## src/nmbp_pkg.sv

```systemverilog
// ----------------------------------------------------------------------------
// Nibble map brush painter package
// Shared types, field widths and register codes.
// ----------------------------------------------------------------------------
`default_nettype none

package nmbp_pkg;

  localparam int unsigned LAYERS  = 4;
  localparam int unsigned LAYER_W = 2;
  localparam int unsigned COORD_W = 8;
  localparam int unsigned BYTE_W  = 8;
  localparam int unsigned NIB_W   = 4;
  localparam int unsigned WIDTH_W = 9;
  localparam int unsigned RAW_W   = 17;
  localparam int unsigned WORD_W  = LAYERS * BYTE_W;
  localparam int unsigned QDEPTH  = 4;
  localparam int unsigned TDATA_W = 32;
  localparam int unsigned ADDR_W  = 5;

  localparam logic [LAYER_W-1:0] LAYER_TOP = 2'd3;

  localparam logic [2:0] REG_ADD_DENS   = 3'd0;
  localparam logic [2:0] REG_ADD_HGT    = 3'd1;
  localparam logic [2:0] REG_AFF_DENS   = 3'd2;
  localparam logic [2:0] REG_AFF_HGT    = 3'd3;
  localparam logic [2:0] REG_BRUSH_HGT  = 3'd4;
  localparam logic [2:0] REG_BRUSH_DENS = 3'd5;
  localparam logic [2:0] REG_CUR_LAYER  = 3'd6;
  localparam logic [2:0] REG_MAP_WIDTH  = 3'd7;

  typedef enum logic [1:0] {
    MODE_BEGIN = 2'd0,
    MODE_DRAG  = 2'd1,
    MODE_END   = 2'd2,
    MODE_LOAD  = 2'd3
  } mode_t;

  typedef struct packed {
    logic               add_density_mode;
    logic               add_height_mode;
    logic               dens_en;
    logic               hgt_en;
    logic [NIB_W-1:0]   brush_height;
    logic [NIB_W-1:0]   brush_density;
    logic [LAYER_W-1:0] current_layer;
    logic [WIDTH_W-1:0] map_width;
  } cfg_t;

  typedef struct packed {
    logic               is_load;
    logic [COORD_W-1:0] x;
    logic [COORD_W-1:0] y;
    logic [LAYER_W-1:0] lay_first;
    logic [LAYER_W-1:0] lay_last;
    logic               sub;
    logic [BYTE_W-1:0]  value;
  } cmd_t;

endpackage

`default_nettype wire

```

## src/nmbp_front.sv

```systemverilog
// ----------------------------------------------------------------------------
// Nibble map brush painter front
// Accepts words, tracks the stroke, forms cell addresses and queues commands.
// ----------------------------------------------------------------------------
`default_nettype none

module nmbp_front #(
  parameter int unsigned MAP_SIDE = 256
) (
  input  wire logic                            clk,
  input  wire logic                            rst,
  input  wire nmbp_pkg::cfg_t                  cfg,
  input  wire logic                            in_valid,
  output logic                                 in_ready,
  input  wire nmbp_pkg::mode_t                 mode,
  input  wire logic [nmbp_pkg::COORD_W-1:0]    pos_x,
  input  wire logic [nmbp_pkg::COORD_W-1:0]    pos_y,
  input  wire logic                            on_map,
  input  wire logic                            all_layers,
  input  wire logic                            subtract,
  input  wire logic [nmbp_pkg::LAYER_W-1:0]    load_layer,
  input  wire logic [nmbp_pkg::BYTE_W-1:0]     load_value,
  output logic                                 q_push,
  output nmbp_pkg::cmd_t                       q_cmd,
  output logic [$clog2(MAP_SIDE*MAP_SIDE)-1:0] q_cell,
  input  wire logic                            q_full
);
  import nmbp_pkg::*;

  localparam int unsigned CELLS  = MAP_SIDE * MAP_SIDE;
  localparam int unsigned CW     = $clog2(CELLS);
  localparam int unsigned RCP_W  = 31;
  localparam int unsigned PROD_W = RAW_W + RCP_W;
  localparam int unsigned Q_W    = PROD_W - 32;
  localparam logic [RCP_W-1:0] RECIP = RCP_W'((64'd1 << 32) / CELLS);

  logic               drawing;
  logic [COORD_W-1:0] last_x;
  logic [COORD_W-1:0] last_y;
  logic               last_known;

  logic              v0, v1, v2;
  cmd_t              cmd0, cmd1, cmd2;
  logic [RAW_W-1:0]  raw0, raw1, rem2;
  logic [PROD_W-1:0] prod1;

  logic             adv;
  logic             accept;
  logic             affect_any;
  logic             same_cell;
  logic             paint;
  logic             keep;
  cmd_t             cmd_in;
  logic [RAW_W-1:0] raw_in;
  logic [Q_W-1:0]   quot;
  logic [31:0]      rem_wide;

  assign adv        = !(v2 && q_full);
  assign in_ready   = adv;
  assign accept     = in_valid && adv;
  assign affect_any = cfg.dens_en || cfg.hgt_en;
  assign same_cell  = last_known && (last_x == pos_x) && (last_y == pos_y);

  always_comb begin
    paint = 1'b0;
    case (mode)
      MODE_BEGIN: paint = on_map && affect_any;
      MODE_DRAG:  paint = drawing && on_map && affect_any && !same_cell;
      default:    paint = 1'b0;
    endcase
  end

  assign keep = paint || (mode == MODE_LOAD);

  always_comb begin
    cmd_in.is_load   = (mode == MODE_LOAD);
    cmd_in.x         = pos_x;
    cmd_in.y         = pos_y;
    cmd_in.sub       = subtract;
    cmd_in.value     = load_value;
    cmd_in.lay_last  = all_layers ? LAYER_TOP : cfg.current_layer;
    if (mode == MODE_LOAD) begin
      cmd_in.lay_first = load_layer;
    end else begin
      cmd_in.lay_first = all_layers ? '0 : cfg.current_layer;
    end
  end

  assign raw_in   = RAW_W'(RAW_W'(pos_y) * RAW_W'(cfg.map_width)) + RAW_W'(pos_x);
  assign quot     = prod1[PROD_W-1:32];
  assign rem_wide = 32'(rem2);

  assign q_push = v2;
  assign q_cmd  = cmd2;
  assign q_cell = CW'((rem_wide >= CELLS) ? (rem_wide - CELLS) : rem_wide);

  always_ff @(posedge clk) begin
    if (rst) begin
      drawing    <= 1'b0;
      last_x     <= '0;
      last_y     <= '0;
      last_known <= 1'b0;
      v0         <= 1'b0;
      v1         <= 1'b0;
      v2         <= 1'b0;
    end else begin
      if (accept) begin
        case (mode)
          MODE_BEGIN: begin
            drawing    <= 1'b1;
            last_known <= paint;
          end
          MODE_END: drawing <= 1'b0;
          default: begin
            if (paint) begin
              last_known <= 1'b1;
            end
          end
        endcase
        if (paint) begin
          last_x <= pos_x;
          last_y <= pos_y;
        end
      end
      if (adv) begin
        v0 <= accept && keep;
        v1 <= v0;
        v2 <= v1;
      end
    end
  end

  always_ff @(posedge clk) begin
    if (adv) begin
      cmd0  <= cmd_in;
      raw0  <= raw_in;
      cmd1  <= cmd0;
      raw1  <= raw0;
      prod1 <= PROD_W'(raw0) * PROD_W'(RECIP);
      cmd2  <= cmd1;
      rem2  <= raw1 - RAW_W'(32'(quot) * CELLS);
    end
  end

endmodule

`default_nettype wire

```

## config.mk

```make
export PLATFORM = sky130hd
export DESIGN_NAME = nmbp_front
export DESIGN_NICKNAME = d
export VERILOG_FILES = /design/src/nmbp_pkg.sv /design/src/nmbp_front.sv
export SDC_FILE = /design/constraint.sdc
export NUM_CORES = 1
export LEC_CHECK = 0
export BUFFER_PORTS_ARGS = -buffer_cell sky130_fd_sc_hd__buf_2
export CAP_MARGIN = 5
export CORE_UTILIZATION = 53
export DETAILED_ROUTE_END_ITERATION = 8
export PLACE_DENSITY = 0.87
export SLEW_MARGIN = 5
export SYNTH_ARGS = -nofsm -noshare
export SYNTH_HDL_FRONTEND = slang
export SYNTH_SLANG_ARGS = --single-unit
export TNS_END_PERCENT = 5
```

## constraint.sdc

```tcl
create_clock -name clk -period 4.2 [get_ports clk]
set_input_delay 0.42 -clock clk [delete_from_list [all_inputs] [get_ports clk]]
set_output_delay 0.42 -clock clk [all_outputs]
set_load 0.01 [all_outputs]
```

==> results.md <==
* Drt pass-1 iters at 5
* Nets at 918
* Required time of the critical path at 4.36 ns
* Post-CTS Setup Bufs at 0
* Cell Rows at 45
* RSZ-0062 raised after global routing: no
* Initial antenna violation count at 3
* Ports at 106
* Xor/xnor cell area share of the yosys netlist at 0.0288
* Largest family of logic cells by synthesized area: adder cells
* Min-delay src: load_value[4]
* Synth Area in Adders at 0.174
* LEAKAGE at 4.29 nW
* Slew of the pin with the lowest slew margin at 1.02 ns
* Gr usage total at 0.192
* Max Slew Vio Count at 0
* Syn-to-layout area delta at 19.5%
* Hold_ws at 0.175 ns
* Die Footprint at 0.0160 sq mm
* PwrDens at approximately 540 mW/mm^2
* CP arrival at 4.24 ns
* Syn Nets at 772
* Clock Sinks at 159
* Status: finished, final reports clean
* Top FF cell, synth: edfxtp_1
* Crit Path Category: primary input to flop
* Max Clock Skew at 0.00661 ns
* Synth Area in Compound Gates at 0.0434
* Layout cells sized above 1 at 0.255
* Max_cap viols at 0
* CTS Buffer Depth at 2
* Slowest stage delay, CP at 0.55 ns
* Sequential element share of the synthesized area at 0.556
* Yosys synthesis warning count at 0
* Final setup margin at 0.122 ns
* Via count at 5137
* Cts bufs inserted at 17
* Yosys cell types at 50
* Placed instance area at approximately 0.0092 sq mm
* Critical-path cell list: buf_2, buf_4, nand2_1, fa_1, inv_1, fa_1, ha_1, inv_1, fa_1, inv_1, ha_1, a211oi_1, o21ai_0, a31oi_1, buf_4, o21ai_0, xor2_1
* Setup violators final at 0
* Pre-CTS WS at -0.348 ns
* Total global routing overflow at 0
* Clk pin slew, worst setup/hold paths at approximately 0.07 ns
* Final Critical Period at roughly 4.1 ns
* Die W at between 100 and 150 um
* Power, Total at between 5 and 6 mW
* Vias in the first global route at ~5000
* WHS Endpoint: cmd0[4]
* Core area at about 0.015 sq mm
* Hold_buf cts at 0
* Reg2reg end: last_y[1]
* Slew HR at 0.320
* Period utilization at 0.971
* Routed Antenna Nets at 0
* Pin count of the biggest net entering global routing at 142
* Fin. Hold Viols at 0
* Max IR drop VDD at around 0.3 mV
* H-Tree Depth at 4
* Mux cell area share after synthesis at 0.00122
* Port Buffers at 95
* Post-Syn Instances at approximately 630
* Multi-input logic area at between 0.003 and 0.004 sq mm
* Crit path from: cfg[3]
* Design area at between 0.009 and 0.01 sq mm
* Global-route wire length before repair at 23600 um
* Cell area after synthesis at 0.00822 sq mm
* Fill cell count at 1019
* CTS tree: done
* Endpoint class of the critical path: flop
* Post-route DRC at 0
* Cells after DPL at roughly 940
* DP Wirelength at 10100 um
* Register bit count reported by yosys at 159
* Root buf cell: clkbuf_16
* Crit path max fanout at 5
* R2r setup slk at around 2 ns
* Critical path launch point type: primary input
* Hold crit path type: primary input to flop
* Post-synth EDFFs at 138
* Crit-path slowest cell: fa_1
* Die Y at ~130 um
* Wire per inst at 14.9 um
* Post-Synth Simple-Gate Area at 0.143
* Worst reg-to-reg path cell count at 5
* Fmax at roughly 0.25 GHz
* Syn avg cell area at 13.1 sq um
* Fraction of registers with async set/reset at 0
* Sequential cell area at 0.00456 sq mm
* Initial core utilization at 0.542
* Hold Path Cell Cnt at 1
* 1st-iter DRT viols at 271
* Worst r2r src: q_push
* Post-Route WL at 14600 um
* Non-Filler Instances at a little under 1000
* Vias per inst at 5.25
* Worst-Skew Late Latency at ~0.42 ns
* Final Wtd Congestion at slightly above 0.8
==> stage by stage <==
stage                     setup TNS (ns)  utilization
final                                  0        0.648
after global routing                   0        0.648
after CTS                              0        0.648
after detailed placement           -1.49        0.609
after global placement             -1.21        0.609
after floorplan                   -0.415            -
==> timing repair <==
action	CTS	global route
setup endpoints to repair	0	3
resized for setup	0	1
hold endpoints to repair	0	0
==> routing by layer <==
layer / vias to the layer above / wire, um / global-route usage / share of wire
li1: 2439 / - / - / -
met1: 2504 / 6080 / 0.241 / 0.42
met2: 164 / 7290 / 0.314 / 0.50
met3: 30 / 783 / 0.0409 / 0.054
met4: 0 / 452 / 0.106 / 0.031
met5: - / 0 / 0 / 0
==> synth_stat cells (all sizes together), types with 2 or more instances <==
| cell type | n | area, sq um |
|---|---|---|
| nand3 | 36 | 180 |
| a211oi | 3 | 27.5 |
| a21oi | 10 | 50.1 |
| a31oi | 3 | 18.8 |
| edfxtp | 138 | 4140 |
| and3 | 4 | 26.3 |
| nand4 | 4 | 25.0 |
| and2 | 44 | 275 |
| or4 | 2 | 18.8 |
| dfxtp | 21 | 420 |
| ha | 36 | 450 |
| xnor2 | 22 | 193 |
| nor3b | 10 | 100 |
| o31a | 2 | 17.5 |
| buf | 9 | 85.1 |
| inv | 79 | 297 |
| clkbuf | 14 | 56.3 |
| nand3b | 3 | 22.5 |
| fa | 49 | 981 |
| nor2 | 9 | 33.8 |
| nand2b | 19 | 119 |
| or2 | 2 | 12.5 |
| nand2 | 38 | 143 |
| o21a | 5 | 37.5 |
| a22oi | 16 | 125 |
| xor2 | 5 | 43.8 |
| and2b | 5 | 37.5 |
| nor2b | 13 | 81.3 |
| nor3 | 12 | 90.1 |
| o21ai | 8 | 40.0 |
==> logic make-up (layout without fill, tap and decap cells) <==
family,Yosys count,in the layout
AND/OR/NAND/NOR,203,203
flip-flops,159,159
buffers and inverters,102,261
adder cells (fa/ha/maj),85,85
AO/OA/AOI/OAI,52,52
XOR/XNOR,27,27
multiplexers,1,1
other,0,3
==> worst max-delay path, delay by kind of cell <==
| kind | cells | cell delay (ns) |
|---|---|---|
| AOI/OAI and AO/OA | 4 | 0.87 |
| buffers and inverters | 6 | 0.58 |
| adders and majority gates | 5 | 2.13 |
| xor gates and xnor gates | 1 | 0.17 |
| and+or+nand+nor | 1 | 0.08 |
==> final cells by class <==
class | count | area share
clock buffers | 18 | 0.0437
diodes | 3 | 0.000764
well taps | 188 | 0.0240
multi-input cells | 368 | 0.330
inverters | 79 | 0.0302
flip-flops and latches | 159 | 0.465
repair buffers | 150 | 0.0905
clock inverters | 14 | 0.0162
==> cell usage in the layout (no fill, tap or decap), drive strengths merged, types with 10 or more instances in the layout <==
master and n:
nand2 38, a22oi 16, fa 49, xnor2 22, nand2b 19, nor2b 13
dfxtp 21, clkbuf 18, nor3 12, ha 36, inv 84, nor3b 10
buf 150, a21oi 10, and2 44, edfxtp 138, nand3 36
==> power by group <==
part / total, mW / leakage [nW] / switching (mW) / internal, mW
logic: 1.64 / 2.39 / 0.840 / 0.803
clock network: 1.52 / 0.275 / 0.634 / 0.886
registers: 2.17 / 1.63 / 0.0658 / 2.10
total: 5.33 / 4.29 / 1.54 / 3.79
==> state kept, by name, summed over array words and instances, names as in the netlist <==
signal	cells
cmd1	30
q_cmd	30
cmd0	30
q_push	1
v0	1
drawing	1
last_known	1
v1	1
rem2	16
last_x	8
raw0	16
raw1	16
last_y	8
==> worst max-delay path by stage <==
stage / to / slack (ns)
final: raw0[14] / 0.12
after global routing: raw0[14] / 0.007
after CTS: raw0[15] / 0.02
after detailed placement: raw0[15] / -0.35
after global placement: raw0[15] / -0.29
after floorplan: raw0[15] / -0.20
Note: power is estimated with default switching activity, not from simulation.
