==> config.mk <==
export PLATFORM = sky130hd
export DESIGN_NAME = nmbp_fifo
export DESIGN_NICKNAME = d
export VERILOG_FILES = /design/src/nmbp_pkg.sv /design/src/nmbp_fifo.sv
export SDC_FILE = /design/constraint.sdc
export NUM_CORES = 1
export LEC_CHECK = 0
export BUFFER_PORTS_ARGS = -buffer_cell sky130_fd_sc_hd__buf_4
export CAP_MARGIN = 15
export CORE_ASPECT_RATIO = 2
export CORE_MARGIN = 4
export CORE_UTILIZATION = 25
export CTS_BUF_LIST = sky130_fd_sc_hd__clkbuf_8
export CTS_CLUSTER_SIZE = 16
export DETAILED_ROUTE_END_ITERATION = 8
export PLACE_DENSITY_LB_ADDON = 0.12
export SLEW_MARGIN = 40
export SYNTH_ARGS = -nofsm -noshare
export SYNTH_HDL_FRONTEND = slang
export SYNTH_SLANG_ARGS = --single-unit
==> constraint.sdc <==
create_clock -name clk -period 1.9 [get_ports clk]
set_input_delay 0.19 -clock clk [delete_from_list [all_inputs] [get_ports clk]]
set_output_delay 0.19 -clock clk [all_outputs]
set_load 0.05 [all_outputs]
==> src/nmbp_pkg.sv <==
// ----------------------------------------------------------------------------
// Nibble map brush painter package
// Shared types, field widths and register codes.
// ----------------------------------------------------------------------------
`default_nettype none

package nmbp_pkg;

  localparam int unsigned LAYERS  = 4;
  localparam int unsigned LAYER_W = 2;
  localparam int unsigned COORD_W = 8;
  localparam int unsigned BYTE_W  = 8;
  localparam int unsigned NIB_W   = 4;
  localparam int unsigned WIDTH_W = 9;
  localparam int unsigned RAW_W   = 17;
  localparam int unsigned WORD_W  = LAYERS * BYTE_W;
  localparam int unsigned QDEPTH  = 4;
  localparam int unsigned TDATA_W = 32;
  localparam int unsigned ADDR_W  = 5;

  localparam logic [LAYER_W-1:0] LAYER_TOP = 2'd3;

  localparam logic [2:0] REG_ADD_DENS   = 3'd0;
  localparam logic [2:0] REG_ADD_HGT    = 3'd1;
  localparam logic [2:0] REG_AFF_DENS   = 3'd2;
  localparam logic [2:0] REG_AFF_HGT    = 3'd3;
  localparam logic [2:0] REG_BRUSH_HGT  = 3'd4;
  localparam logic [2:0] REG_BRUSH_DENS = 3'd5;
  localparam logic [2:0] REG_CUR_LAYER  = 3'd6;
  localparam logic [2:0] REG_MAP_WIDTH  = 3'd7;

  typedef enum logic [1:0] {
    MODE_BEGIN = 2'd0,
    MODE_DRAG  = 2'd1,
    MODE_END   = 2'd2,
    MODE_LOAD  = 2'd3
  } mode_t;

  typedef struct packed {
    logic               add_density_mode;
    logic               add_height_mode;
    logic               dens_en;
    logic               hgt_en;
    logic [NIB_W-1:0]   brush_height;
    logic [NIB_W-1:0]   brush_density;
    logic [LAYER_W-1:0] current_layer;
    logic [WIDTH_W-1:0] map_width;
  } cfg_t;

  typedef struct packed {
    logic               is_load;
    logic [COORD_W-1:0] x;
    logic [COORD_W-1:0] y;
    logic [LAYER_W-1:0] lay_first;
    logic [LAYER_W-1:0] lay_last;
    logic               sub;
    logic [BYTE_W-1:0]  value;
  } cmd_t;

endpackage

`default_nettype wire

==> src/nmbp_fifo.sv <==
// ----------------------------------------------------------------------------
// Nibble map brush painter command queue
// Short register queue between the front and back parts.
// ----------------------------------------------------------------------------
`default_nettype none

module nmbp_fifo #(
  parameter int unsigned W = 8
) (
  input  wire logic         clk,
  input  wire logic         rst,
  input  wire logic         push,
  input  wire logic [W-1:0] push_data,
  output logic              full,
  input  wire logic         pop,
  output logic              head_valid,
  output logic [W-1:0]      head_data
);
  import nmbp_pkg::*;

  localparam int unsigned PW = $clog2(QDEPTH);

  logic [W-1:0]  slots [QDEPTH];
  logic [PW-1:0] wr_ptr;
  logic [PW-1:0] rd_ptr;
  logic [PW:0]   count;
  logic          do_push;
  logic          do_pop;

  assign full       = (count == (PW+1)'(QDEPTH));
  assign head_valid = (count != '0);
  assign head_data  = slots[rd_ptr];
  assign do_push    = push && !full;
  assign do_pop     = pop && head_valid;

  always_ff @(posedge clk) begin
    if (rst) begin
      wr_ptr <= '0;
      rd_ptr <= '0;
      count  <= '0;
    end else begin
      if (do_push) begin
        wr_ptr <= wr_ptr + 1'b1;
      end
      if (do_pop) begin
        rd_ptr <= rd_ptr + 1'b1;
      end
      case ({do_push, do_pop})
        2'b10:   count <= count + 1'b1;
        2'b01:   count <= count - 1'b1;
        default: count <= count;
      endcase
    end
  end

  always_ff @(posedge clk) begin
    if (do_push) begin
      slots[wr_ptr] <= push_data;
    end
  end

endmodule

`default_nettype wire

==> results.json, run 1 <==
{
  "outcome": "completed",
  "clock_sink_count": 41,
  "cp-end-kind": "register",
  "syn-mean-instance-area_sq_um": 17.3,
  "pwr-share-comb": 0.393,
  "antenna_cells": 0,
  "clock_root_buffer": "sky130_fd_sc_hd__clkbuf_8",
  "cp.arrival_ns": 2.09,
  "place_congestion": 0.692,
  "final_nets": 143,
  "power_density_nw_per_um2": 1360,
  "io-pin-count": 22,
  "fin_skew_ns": 0.00250,
  "clk_pin_slew_worst_paths_ns": 0.07,
  "wire_length_of_the_first_global_routing_pass_um": 4660,
  "cts_buffer_depth": 2,
  "ys_warn_count": 0,
  "synth_area_leader_cell": "sky130_fd_sc_hd__edfxtp_1",
  "min_period_over_period": 0.986,
  "clock_power_share": 0.189,
  "avgRoutedWirePerCell_um": 14.0,
  "drcViolationCount": 0,
  "fmaxAchievable_mhz": 534,
  "layout-drive-gt1-share": 0.413,
  "switching_share": 0.359,
  "synth_seq_cells": 41,
  "timing.hold.ws_ns": 0.0988,
  "slew_violations": 0,
  "worstReg2RegStart": "count[0]",
  "critical_path.startpoint_type": "register",
  "hold-path-cell-count": 1,
  "area_share_of_the_leading_cell_type_in_the_synthesized_netlist": 0.589,
  "cpPeakStageDelay_ns": 0.37,
  "gr-usage-met1": 0.0822,
  "start_util": 0.258,
  "met2_grt_util": 0.146,
  "syn2layout_area_growth_pct": 25.1,
  "timing.rr.end": "count[2]",
  "netlist-cell-type-count": 23,
  "post-cts-setup-buffers": 0,
  "leakage_nw": 0.727,
  "finalWirelength_um": 2970,
  "mappedNetlistNets": 112,
  "cts_buffers": 5,
  "grt_antenna_before_repair": 0,
  "min_path_type": "in2reg",
  "tightestPinTransition_ns": 0.470,
  "grt_most_used_layer": "met2",
  "p_switching_w": 0.000993,
  "setup-violations-final": 0,
  "worstPathRequired_ns": 2.12,
  "synthCells": 94,
  "seq_power_share": 0.419,
  "tritoncts": "yes",
  "r2r_setup_slack_ns": 0.03,
  "drt_iter0_drc": 22,
  "timing.max_cap.violations": 0,
  "rsz0062_at_grt": "true",
  "die_w_um": 65.1,
  "setup_tns_ns": 0,
  "p_int_w": 0.00178,
  "hold_viol": 0,
  "largest_net_degree_at_the_start_of_global_routing": 12,
  "setup_slack_placement_ns": -0.0197,
  "min-delay-start": "push_data[6]",
  "yosys-top-cells-area": "sky130_fd_sc_hd__edfxtp_1 59%, sky130_fd_sc_hd__dfxtp_1 11%, sky130_fd_sc_hd__mux4_2 11%",
  "cell_area_after_technology_mapping_sq_um": 1630,
  "final_period_minus_worst_setup_slack_ns": 1.87,
  "detail_route.first_pass.iterations": 4,
  "critical_path.max_fanout": 6,
  "first_global_vias": 888,
  "crit_top_cell": "sky130_fd_sc_hd__inv_2",
  "r2r.worst_path.cells": 9,
  "nFillCells": 639,
  "cpMaxStageDelayCell": "sky130_fd_sc_hd__dfxtp_4",
  "placement.io_buffers": 21,
  "detailedPlacementHpwl_um": 2170,
  "setup_slack_ns": 0.0265,
  "core_area_sq_um": 6310,
  "whs_endpoint": "slots[0][6]",
  "grt_util_met3": 0.0249,
  "ant_nets": 0,
  "global_route.usage.total": 0.0825,
  "post_cts_hold_buffer_count": 0,
  "synth-seq-area-share": 0.700,
  "clock_insertion_delay_at_the_later_pin_of_the_skew_report_ns": 0.29,
  "fp-row-count": 41,
  "timing_worst_setup_path_type": "reg2reg",
  "die_outline_area_sq_um": 7960,
  "via_per_inst": 3.99,
  "worst_ir_drop_vdd_mv": 0.763,
  "fp.dieH_um": 122,
  "timing.critical_path.cells": "nor3b_4, nor2_2, inv_2, ha_4, inv_2, fa_2, xor2_1, or3_1, a21oi_2",
  "globalRoute.totalOverflow": 0,
  "maxSlewHeadroom": 0.686,
  "htreeDepth": 2,
  "routed-via-count": 846
}
==> through the flow <==
step           utilization  total power (W)  cell area (sq um)  instances
5_1_grt              0.323          0.00291               2040        212
4_1_cts              0.323          0.00281               2040        212
3_3_place_gp         0.308          0.00224               1940        204
6_report             0.323          0.00277               2040        212
3_5_place_dp         0.308          0.00226               1940        204
2_1_floorplan            -          0.00194               1650         94
==> synthesized netlist by cell type <==
library cell / n
sky130_fd_sc_hd__a21oi_1: 3
sky130_fd_sc_hd__and2_1: 4
sky130_fd_sc_hd__buf_1: 1
sky130_fd_sc_hd__buf_2: 1
sky130_fd_sc_hd__clkbuf_1: 1
sky130_fd_sc_hd__dfxtp_1: 9
sky130_fd_sc_hd__edfxtp_1: 32
sky130_fd_sc_hd__fa_1: 1
sky130_fd_sc_hd__ha_1: 5
sky130_fd_sc_hd__inv_1: 7
sky130_fd_sc_hd__mux2i_1: 1
sky130_fd_sc_hd__mux4_2: 8
sky130_fd_sc_hd__nand2b_1: 2
sky130_fd_sc_hd__nor2_1: 6
sky130_fd_sc_hd__nor2_2: 1
sky130_fd_sc_hd__nor3b_2: 1
sky130_fd_sc_hd__o21ai_0: 2
sky130_fd_sc_hd__o311ai_1: 1
sky130_fd_sc_hd__o31a_2: 1
sky130_fd_sc_hd__or3_1: 2
sky130_fd_sc_hd__or3_2: 1
sky130_fd_sc_hd__xnor2_1: 1
sky130_fd_sc_hd__xor2_1: 3
==> cell families after synthesis <==
| kind of cell | synth area share |
|---|---|
| xor+xnor | 0.0215 |
| mux | 0.117 |
| flops | 0.700 |
| simple gates | 0.0606 |
| buf+inv | 0.0238 |
| compound gates | 0.0269 |
| fa+ha+maj | 0.0507 |
==> registers in the layout (all words and copies together), names as in the netlist, named ones only <==
signal,flops
slots,32
rd_ptr,2
count,3
wr_ptr,2
==> cells in the final DEF, fill, tap and decap left out <==
| master | n |
|---|---|
| sky130_fd_sc_hd__edfxtp_1 | 32 |
| sky130_fd_sc_hd__buf_4 | 27 |
| sky130_fd_sc_hd__inv_1 | 8 |
| sky130_fd_sc_hd__mux4_2 | 8 |
| sky130_fd_sc_hd__nor2_1 | 6 |
| sky130_fd_sc_hd__dfxtp_1 | 6 |
| sky130_fd_sc_hd__clkbuf_8 | 5 |
| sky130_fd_sc_hd__and2_1 | 4 |
| sky130_fd_sc_hd__ha_1 | 4 |
| sky130_fd_sc_hd__xor2_1 | 3 |
| sky130_fd_sc_hd__inv_2 | 2 |
| sky130_fd_sc_hd__o21ai_0 | 2 |
| sky130_fd_sc_hd__or3_1 | 2 |
| sky130_fd_sc_hd__a21oi_1 | 2 |
| sky130_fd_sc_hd__nand2b_1 | 2 |
| sky130_fd_sc_hd__dfxtp_2 | 2 |
| sky130_fd_sc_hd__o31a_2 | 1 |
| sky130_fd_sc_hd__nor3b_4 | 1 |
| sky130_fd_sc_hd__nor2_2 | 1 |
| sky130_fd_sc_hd__or3_2 | 1 |
| sky130_fd_sc_hd__xnor2_1 | 1 |
| sky130_fd_sc_hd__o311ai_1 | 1 |
| sky130_fd_sc_hd__mux2i_1 | 1 |
| sky130_fd_sc_hd__a21oi_2 | 1 |
| sky130_fd_sc_hd__fa_2 | 1 |
| sky130_fd_sc_hd__ha_4 | 1 |
| sky130_fd_sc_hd__dfxtp_4 | 1 |
==> worst max-delay path, delay by kind of cell, from the launching register on <==
kind                       cells  cell delay, ns
buffers and inverters          2            0.11
AOI/OAI and AO/OA              1            0.12
xor gates and xnor gates       1            0.15
and+or+nand+nor                3            0.60
DFF                            1            0.37
adders and majority gates      2            0.46
==> worst max path at each step <==
stage | from | end | slack, ns | cells past startpoint
3_5_place_dp | count[0] | count[2] | -0.02 | 9
5_1_grt | count[0] | count[2] | -0.07 | 9
3_3_place_gp | count[0] | count[2] | 0.04 | 9
2_1_floorplan | count[0] | count[2] | -0.39 | 9
6_report | count[0] | count[2] | 0.03 | 9
4_1_cts | count[0] | count[2] | 0.03 | 9
==> power by group through the flow <==
stage / Clock [W] / Combinational (W) / Sequential [W]
finish: 0.000523 / 0.00109 / 0.00116
global route: 0.000583 / 0.00116 / 0.00117
CTS: 0.000548 / 0.00110 / 0.00116
detailed placement: 0 / 0.00108 / 0.00118
global placement: 0 / 0.00107 / 0.00118
floorplan: 0 / 0.000777 / 0.00116
==> per-layer routing <==
metal | part of all wire | vias to the layer above
met5 | 0 | -
met4 | 0.025 | 0
met3 | 0.045 | 6
met1 | 0.36 | 412
li1 | - | 407
met2 | 0.57 | 21
==> layout make-up <==
type	count	area, sq um	area share
flip-flops and latches	41	1150	0.563
multi-input cells	43	475	0.233
inverters	7	26.3	0.0129
well taps	86	108	0.0528
clock inverters	3	11.3	0.00552
clock buffers	5	68.8	0.0337
repair buffers	27	203	0.0994
==> repair_timing <==
| item | CTS | global route |
|---|---|---|
| pin swaps | 1 | 0 |
| setup endpoints to repair | 1 | 1 |
| resized for setup | 3 | 1 |
Note: power is estimated with default switching activity, not from simulation.
==> run 2: changes to the inputs <==
--- a/config.mk
+++ b/config.mk
@@ -5,7 +5,6 @@
 export SDC_FILE = /design/constraint.sdc
 export NUM_CORES = 1
 export LEC_CHECK = 0
-export BUFFER_PORTS_ARGS = -buffer_cell sky130_fd_sc_hd__buf_4
 export CAP_MARGIN = 15
 export CORE_ASPECT_RATIO = 2
 export CORE_MARGIN = 4
@@ -13,6 +12,7 @@
 export CTS_BUF_LIST = sky130_fd_sc_hd__clkbuf_8
 export CTS_CLUSTER_SIZE = 16
 export DETAILED_ROUTE_END_ITERATION = 8
+export DONT_BUFFER_PORTS = 1
 export PLACE_DENSITY_LB_ADDON = 0.12
 export SLEW_MARGIN = 40
 export SYNTH_ARGS = -nofsm -noshare
==> constraint.sdc (replaced) <==
create_clock -name clk -period 2.4 [get_ports clk]
set_input_delay 0.24 -clock clk [delete_from_list [all_inputs] [get_ports clk]]
set_output_delay 0.24 -clock clk [all_outputs]
set_load 0.05 [all_outputs]
==> run 2 against run 1 <==
  * Via count decreased by 11%
  * Worst setup slack better by 0.31 ns
  * Hold slack lost 0.079 ns
  * Power decreased by 24%
  * Largest power group unchanged
  * Clock-buffer cell count unchanged
  * Highest routed layer unchanged
  * Sequential cell count did not move
  * Core utilization fell by 2.9 points
  * Critical path depth did not move
  * Register-to-register slack better by 0.31 ns
  * Final cell count down 12%
  * Die area is the same
==> results.json, run 2 (synthesized netlist as in run 1, its figures left out) <==
{
  "outcome": "completed",
  "registers.top_by_ff_count": "slots",
  "timing.rr.end": "count[2]",
  "cp-end-kind": "register",
  "io-pin-count": 22,
  "largest_registers": "slots (32), count (3)",
  "core_area_sq_um": 6310,
  "tritoncts": "yes",
  "setup_slack_ns": 0.335,
  "placement.io_buffers": 0,
  "crit_top_cell": "sky130_fd_sc_hd__inv_1",
  "grt_antenna_before_repair": 0,
  "worst_ir_drop_vdd_mv": 0.407,
  "most_common_library_cell_in_the_layout_ignoring_fill_and_taps": "sky130_fd_sc_hd__edfxtp_1",
  "wire_length_of_the_first_global_routing_pass_um": 4530,
  "ant_nets": 0,
  "critical_path.startpoint_type": "register",
  "largest_register_ff_count": 32,
  "detail_route.first_pass.iterations": 2,
  "leakage_nw": 0.608,
  "cp.arrival_ns": 2.29,
  "syn2layout_area_growth_pct": 13.8,
  "post_cts_resize_count": 0,
  "p_switching_w": 0.000742,
  "htreeDepth": 2,
  "fp.dieH_um": 122,
  "p_int_w": 0.00136,
  "seq_power_share": 0.455,
  "timing.critical_path.cells": "nor3b_4, nor2_2, inv_1, ha_1, inv_1, fa_1, xor2_1, or3_1, a21oi_1",
  "finish.instance_area_sq_um": 1860,
  "switching_share": 0.353,
  "final_period_minus_worst_setup_slack_ns": 2.07,
  "first_global_vias": 843,
  "most-common-layout-cells": "32 x sky130_fd_sc_hd__edfxtp_1, 9 x sky130_fd_sc_hd__dfxtp_1, 8 x sky130_fd_sc_hd__inv_1, 8 x sky130_fd_sc_hd__mux4_2, 6 x sky130_fd_sc_hd__nor2_1",
  "fmaxAchievable_mhz": 484,
  "timing_worst_setup_path_type": "reg2reg",
  "cpPeakStageDelay_ns": 0.41,
  "fp-row-count": 41,
  "cts_buffers": 5,
  "setup-violations-final": 0,
  "via_per_inst": 4.02,
  "setup_tns_ns": 0,
  "cts_buffer_depth": 2,
  "grt_most_used_layer": "met2",
  "worstReg2RegStart": "count[2]",
  "power_density_nw_per_um2": 1130,
  "final_nets": 118,
  "clock_sink_count": 41,
  "avgRoutedWirePerCell_um": 15.0,
  "place_congestion": 0.682,
  "cpMaxStageDelayCell": "sky130_fd_sc_hd__dfxtp_1",
  "min_path_type": "in2reg",
  "grt_util_met3": 0.0304,
  "drcViolationCount": 0,
  "post-route-util": 0.294,
  "r2r.worst_path.cells": 9,
  "clock_insertion_delay_at_the_later_pin_of_the_skew_report_ns": 0.29,
  "routed-via-count": 751,
  "gr-usage-met1": 0.0758,
  "hold_viol": 0,
  "met2_grt_util": 0.146,
  "nFillCells": 646,
  "start_util": 0.258,
  "detailed_place.area_sq_um": 1740,
  "detailedPlacementHpwl_um": 2060,
  "finalWirelength_um": 2810,
  "r2r_setup_slack_ns": 0.33,
  "layout-drive-gt1-share": 0.188,
  "antenna_cells": 0,
  "die_outline_area_sq_um": 7960,
  "timing.max_cap.violations": 0,
  "worstPathRequired_ns": 2.63,
  "clock_root_buffer": "sky130_fd_sc_hd__clkbuf_8",
  "rsz0062_at_grt": "false",
  "worst_setup_path_startpoint": "count[2]",
  "min_period_over_period": 0.861,
  "clock_power_share": 0.248,
  "critical_path.max_fanout": 6,
  "slew_violations": 0,
  "largest_net_degree_at_the_start_of_global_routing": 13,
  "fin_skew_ns": 0.00800,
  "global_route.usage.total": 0.0820,
  "globalRoute.totalOverflow": 0,
  "tightestPinTransition_ns": 0.579,
  "clk_pin_slew_worst_paths_ns": 0.08,
  "endpoint": "count[2]",
  "pwr-share-comb": 0.296,
  "setup_slack_placement_ns": 0.351,
  "maxSlewHeadroom": 0.614,
  "timing.hold.ws_ns": 0.0198,
  "die_w_um": 65.1,
  "drt_iter0_drc": 29
}
run 2: power groups by stage:
stage	logic [W]	registers (W)	clock network, W
final	0.000623	0.000958	0.000522
after global routing	0.000669	0.000977	0.000582
after CTS	0.000639	0.000965	0.000551
after detailed placement	0.000633	0.000981	0
after global placement	0.000628	0.000978	0
after floorplan	0.000608	0.000913	0
run 2: what timing repair did:
item | 4_1_cts | 5_1_grt
hold endpoints to repair | 6 | 0
hold buffers | 1 | 0
buffers inserted | 0 | 0
run 2: per-layer routing:
metal | up-vias | routed length, um | part of all wire
li1 | 358 | - | -
met1 | 367 | 965 | 0.34
met2 | 20 | 1580 | 0.56
met3 | 6 | 171 | 0.061
met4 | 0 | 91 | 0.032
met5 | - | 0 | 0
run 2: critical path: cells and delay by family (launching register included):
kind,cells,cell delay (ns)
compound gates,1,0.14
xor+xnor,1,0.15
fa+ha+maj,2,0.54
buf+inv,2,0.12
flops,1,0.41
simple gates,3,0.64
run 2: per-stage QoR:
stage,power [W],cells
final,0.00210,187
after global routing,0.00223,187
after CTS,0.00215,187
after global placement,0.00161,178
after detailed placement,0.00161,178
after floorplan,0.00152,94
run 2: how the worst min path moves through the flow:
stage,slack [ns],startpoint,endpoint,depth (start not counted)
floorplan,0.34,push_data[0],slots[0][0],0
global placement,0.31,rst,count[2],1
detailed placement,0.31,rst,wr_ptr[0],1
CTS,0.004,rst,register,1
global route,0.005,rst,register,1
finish,0.02,rst,register,1
run 2: layout make-up:
cell class	instances	area [sq um]	area share
inverters	7	26.3	0.0142
flip-flops and latches	41	1140	0.615
multi-input cells	43	457	0.246
well taps	86	108	0.0580
repair buffers	2	17.5	0.00944
clock inverters	3	37.5	0.0202
clock buffers	5	68.8	0.0371
==> run 3: changes to the inputs <==
--- a/config.mk
+++ b/config.mk
@@ -13,7 +13,7 @@
 export CTS_CLUSTER_SIZE = 16
 export DETAILED_ROUTE_END_ITERATION = 8
 export DONT_BUFFER_PORTS = 1
-export PLACE_DENSITY_LB_ADDON = 0.12
+export PLACE_DENSITY_LB_ADDON = 0.25
 export SLEW_MARGIN = 40
 export SYNTH_ARGS = -nofsm -noshare
 export SYNTH_HDL_FRONTEND = slang
==> run 3 against run 2 <==
  * Highest routed layer unchanged
  * Worst setup slack got worse by 0.027 ns
  * Combinational power increased by 0.6%
  * Sequential power about the same
  * Fmax decreased by 1.3%
==> results.json, run 3 (synthesized netlist as in run 1, its figures left out) <==
{
  "die_w_um": 65.1,
  "min_period_over_period": 0.872,
  "via_per_inst": 4.11,
  "wire_length_of_the_first_global_routing_pass_um": 4210,
  "die_outline_area_sq_um": 7960,
  "drcViolationCount": 0,
  "worst_ir_drop_vdd_mv": 0.526,
  "largest_register_ff_count": 32,
  "cp-end-kind": "register",
  "cts_buffers": 5,
  "globalRoute.totalOverflow": 0,
  "timing_worst_setup_path_type": "reg2reg",
  "fin_skew_ns": 0.0105,
  "clock_root_buffer": "sky130_fd_sc_hd__clkbuf_8",
  "detail_route.first_pass.iterations": 3,
  "tritoncts": "yes",
  "fp-row-count": 41,
  "detailed_place.area_sq_um": 1740,
  "timing.hold.ws_ns": 0.0120,
  "grt_util_met3": 0.0304,
  "dp.cells": 178,
  "timing.rr.end": "count[2]",
  "critical_path.startpoint_type": "register",
  "final_nets": 118,
  "largest_net_degree_at_the_start_of_global_routing": 13,
  "layout-drive-gt1-share": 0.200,
  "most_common_library_cell_in_the_layout_ignoring_fill_and_taps": "sky130_fd_sc_hd__edfxtp_1",
  "outcome": "completed",
  "leakage_nw": 0.605,
  "setup_tns_ns": 0,
  "slew_violations": 0,
  "worstReg2RegStart": "count[2]",
  "whs_endpoint": "count[0]",
  "global_route.usage.total": 0.0749,
  "finalWirelength_um": 2720,
  "min-delay-start": "rst",
  "rsz0062_at_grt": "false",
  "start_util": 0.258,
  "htreeDepth": 2,
  "antenna_cells": 0,
  "largest_registers": "slots (32), count (3)",
  "registers.top_by_ff_count": "slots",
  "placement.io_buffers": 0,
  "post-route-util": 0.294,
  "multi_input_area_sq_um": 457,
  "timing.max_cap.violations": 0,
  "clk_pin_slew_worst_paths_ns": 0.08,
  "routed-via-count": 765,
  "clock_insertion_delay_at_the_later_pin_of_the_skew_report_ns": 0.28,
  "power_density_nw_per_um2": 1140,
  "setup-violations-final": 0,
  "fmaxAchievable_mhz": 478,
  "register_area_sq_um": 1140,
  "first_global_vias": 820,
  "core_area_sq_um": 6310,
  "maxSlewHeadroom": 0.615,
  "worstPathRequired_ns": 2.62,
  "avgRoutedWirePerCell_um": 14.6,
  "tightestPinTransition_ns": 0.576,
  "io-pin-count": 22,
  "r2r_setup_slack_ns": 0.31,
  "fp.dieH_um": 122,
  "cts_buffer_depth": 2,
  "grt_most_used_layer": "met2",
  "finish.instance_area_sq_um": 1850,
  "ant_nets": 0,
  "drt_iter0_drc": 34,
  "place_congestion": 0.661,
  "final_period_minus_worst_setup_slack_ns": 2.09,
  "hold_viol": 0,
  "r2r.worst_path.cells": 9,
  "hold-path-cell-count": 1,
  "post_cts_resize_count": 0,
  "grt_antenna_before_repair": 0,
  "nFillCells": 625,
  "gr-usage-met1": 0.0658,
  "critical_path.max_fanout": 6,
  "most-common-layout-cells": "32 x sky130_fd_sc_hd__edfxtp_1, 9 x sky130_fd_sc_hd__dfxtp_1, 8 x sky130_fd_sc_hd__mux4_2",
  "clock_sink_count": 41,
  "min_path_type": "in2reg",
  "cp.arrival_ns": 2.32,
  "detailedPlacementHpwl_um": 1920,
  "syn2layout_area_growth_pct": 13.7,
  "met2_grt_util": 0.137,
  "finalNonFillerCells": 186
}
==> run 3: cell types whose count changed in the layout (fill, tap and decap cells not counted) <==
| cell | delta |
|---|---|
| sky130_fd_sc_hd__inv_1 | -1 |
| sky130_fd_sc_hd__clkinv_2 | +1 |
| sky130_fd_sc_hd__clkinv_1 | -1 |
==> run 3: worst max-delay path, stage by stage (launching register included) <==
cell and delay [ns]:
sky130_fd_sc_hd__dfxtp_1 0.41, sky130_fd_sc_hd__nor3b_4 0.24, sky130_fd_sc_hd__nor2_2 0.09, sky130_fd_sc_hd__inv_1 0.06, sky130_fd_sc_hd__ha_1 0.18, sky130_fd_sc_hd__inv_1 0.06, sky130_fd_sc_hd__fa_1 0.37, sky130_fd_sc_hd__xor2_1 0.16
sky130_fd_sc_hd__or3_1 0.32, sky130_fd_sc_hd__a21oi_1 0.14
==> run 3: how the worst max path moves through the flow <==
stage,from,endpoint,slack [ns],depth (start not counted)
after floorplan,count[2],count[2],0.05,9
after global placement,count[2],count[2],0.42,9
after detailed placement,count[2],count[2],0.33,9
after CTS,count[2],count[2],0.30,9
after global routing,count[2],count[2],0.22,9
final,count[2],count[2],0.31,9
==> run 3: final cells by class <==
class                   instances  area share
well taps                      86      0.0581
repair buffers                  2     0.00945
flip-flops and latches         41       0.616
multi-input cells              43       0.246
inverters                       7      0.0142
clock inverters                 2      0.0189
clock buffers                   5      0.0371
==> run 3: metrics by stage <==
stage,setup slack [ns],total power [W]
global placement,0.420,0.00159
floorplan,0.0518,0.00152
detailed placement,0.332,0.00161
finish,0.308,0.00210
global route,0.225,0.00221
CTS,0.296,0.00214
==> run 3: repair_timing <==
item,in CTS,in global routing
endpoints found under the hold margin,0,1
buffers inserted,0,0
hold buffers,0,1
==> run 3: where the power goes <==
part / switching (W) / internal, W / total [W]
combinational: 0.000428 / 0.000199 / 0.000627
sequential: 0.0000953 / 0.000860 / 0.000955
clock: 0.000221 / 0.000302 / 0.000523
==> run 3: per-layer routing <==
| layer | wire length [um] | up-vias |
|---|---|---|
| li1 | - | 358 |
| met1 | 940 | 382 |
| met2 | 1550 | 20 |
| met3 | 166 | 5 |
| met4 | 65 | 0 |
| met5 | 0 | - |
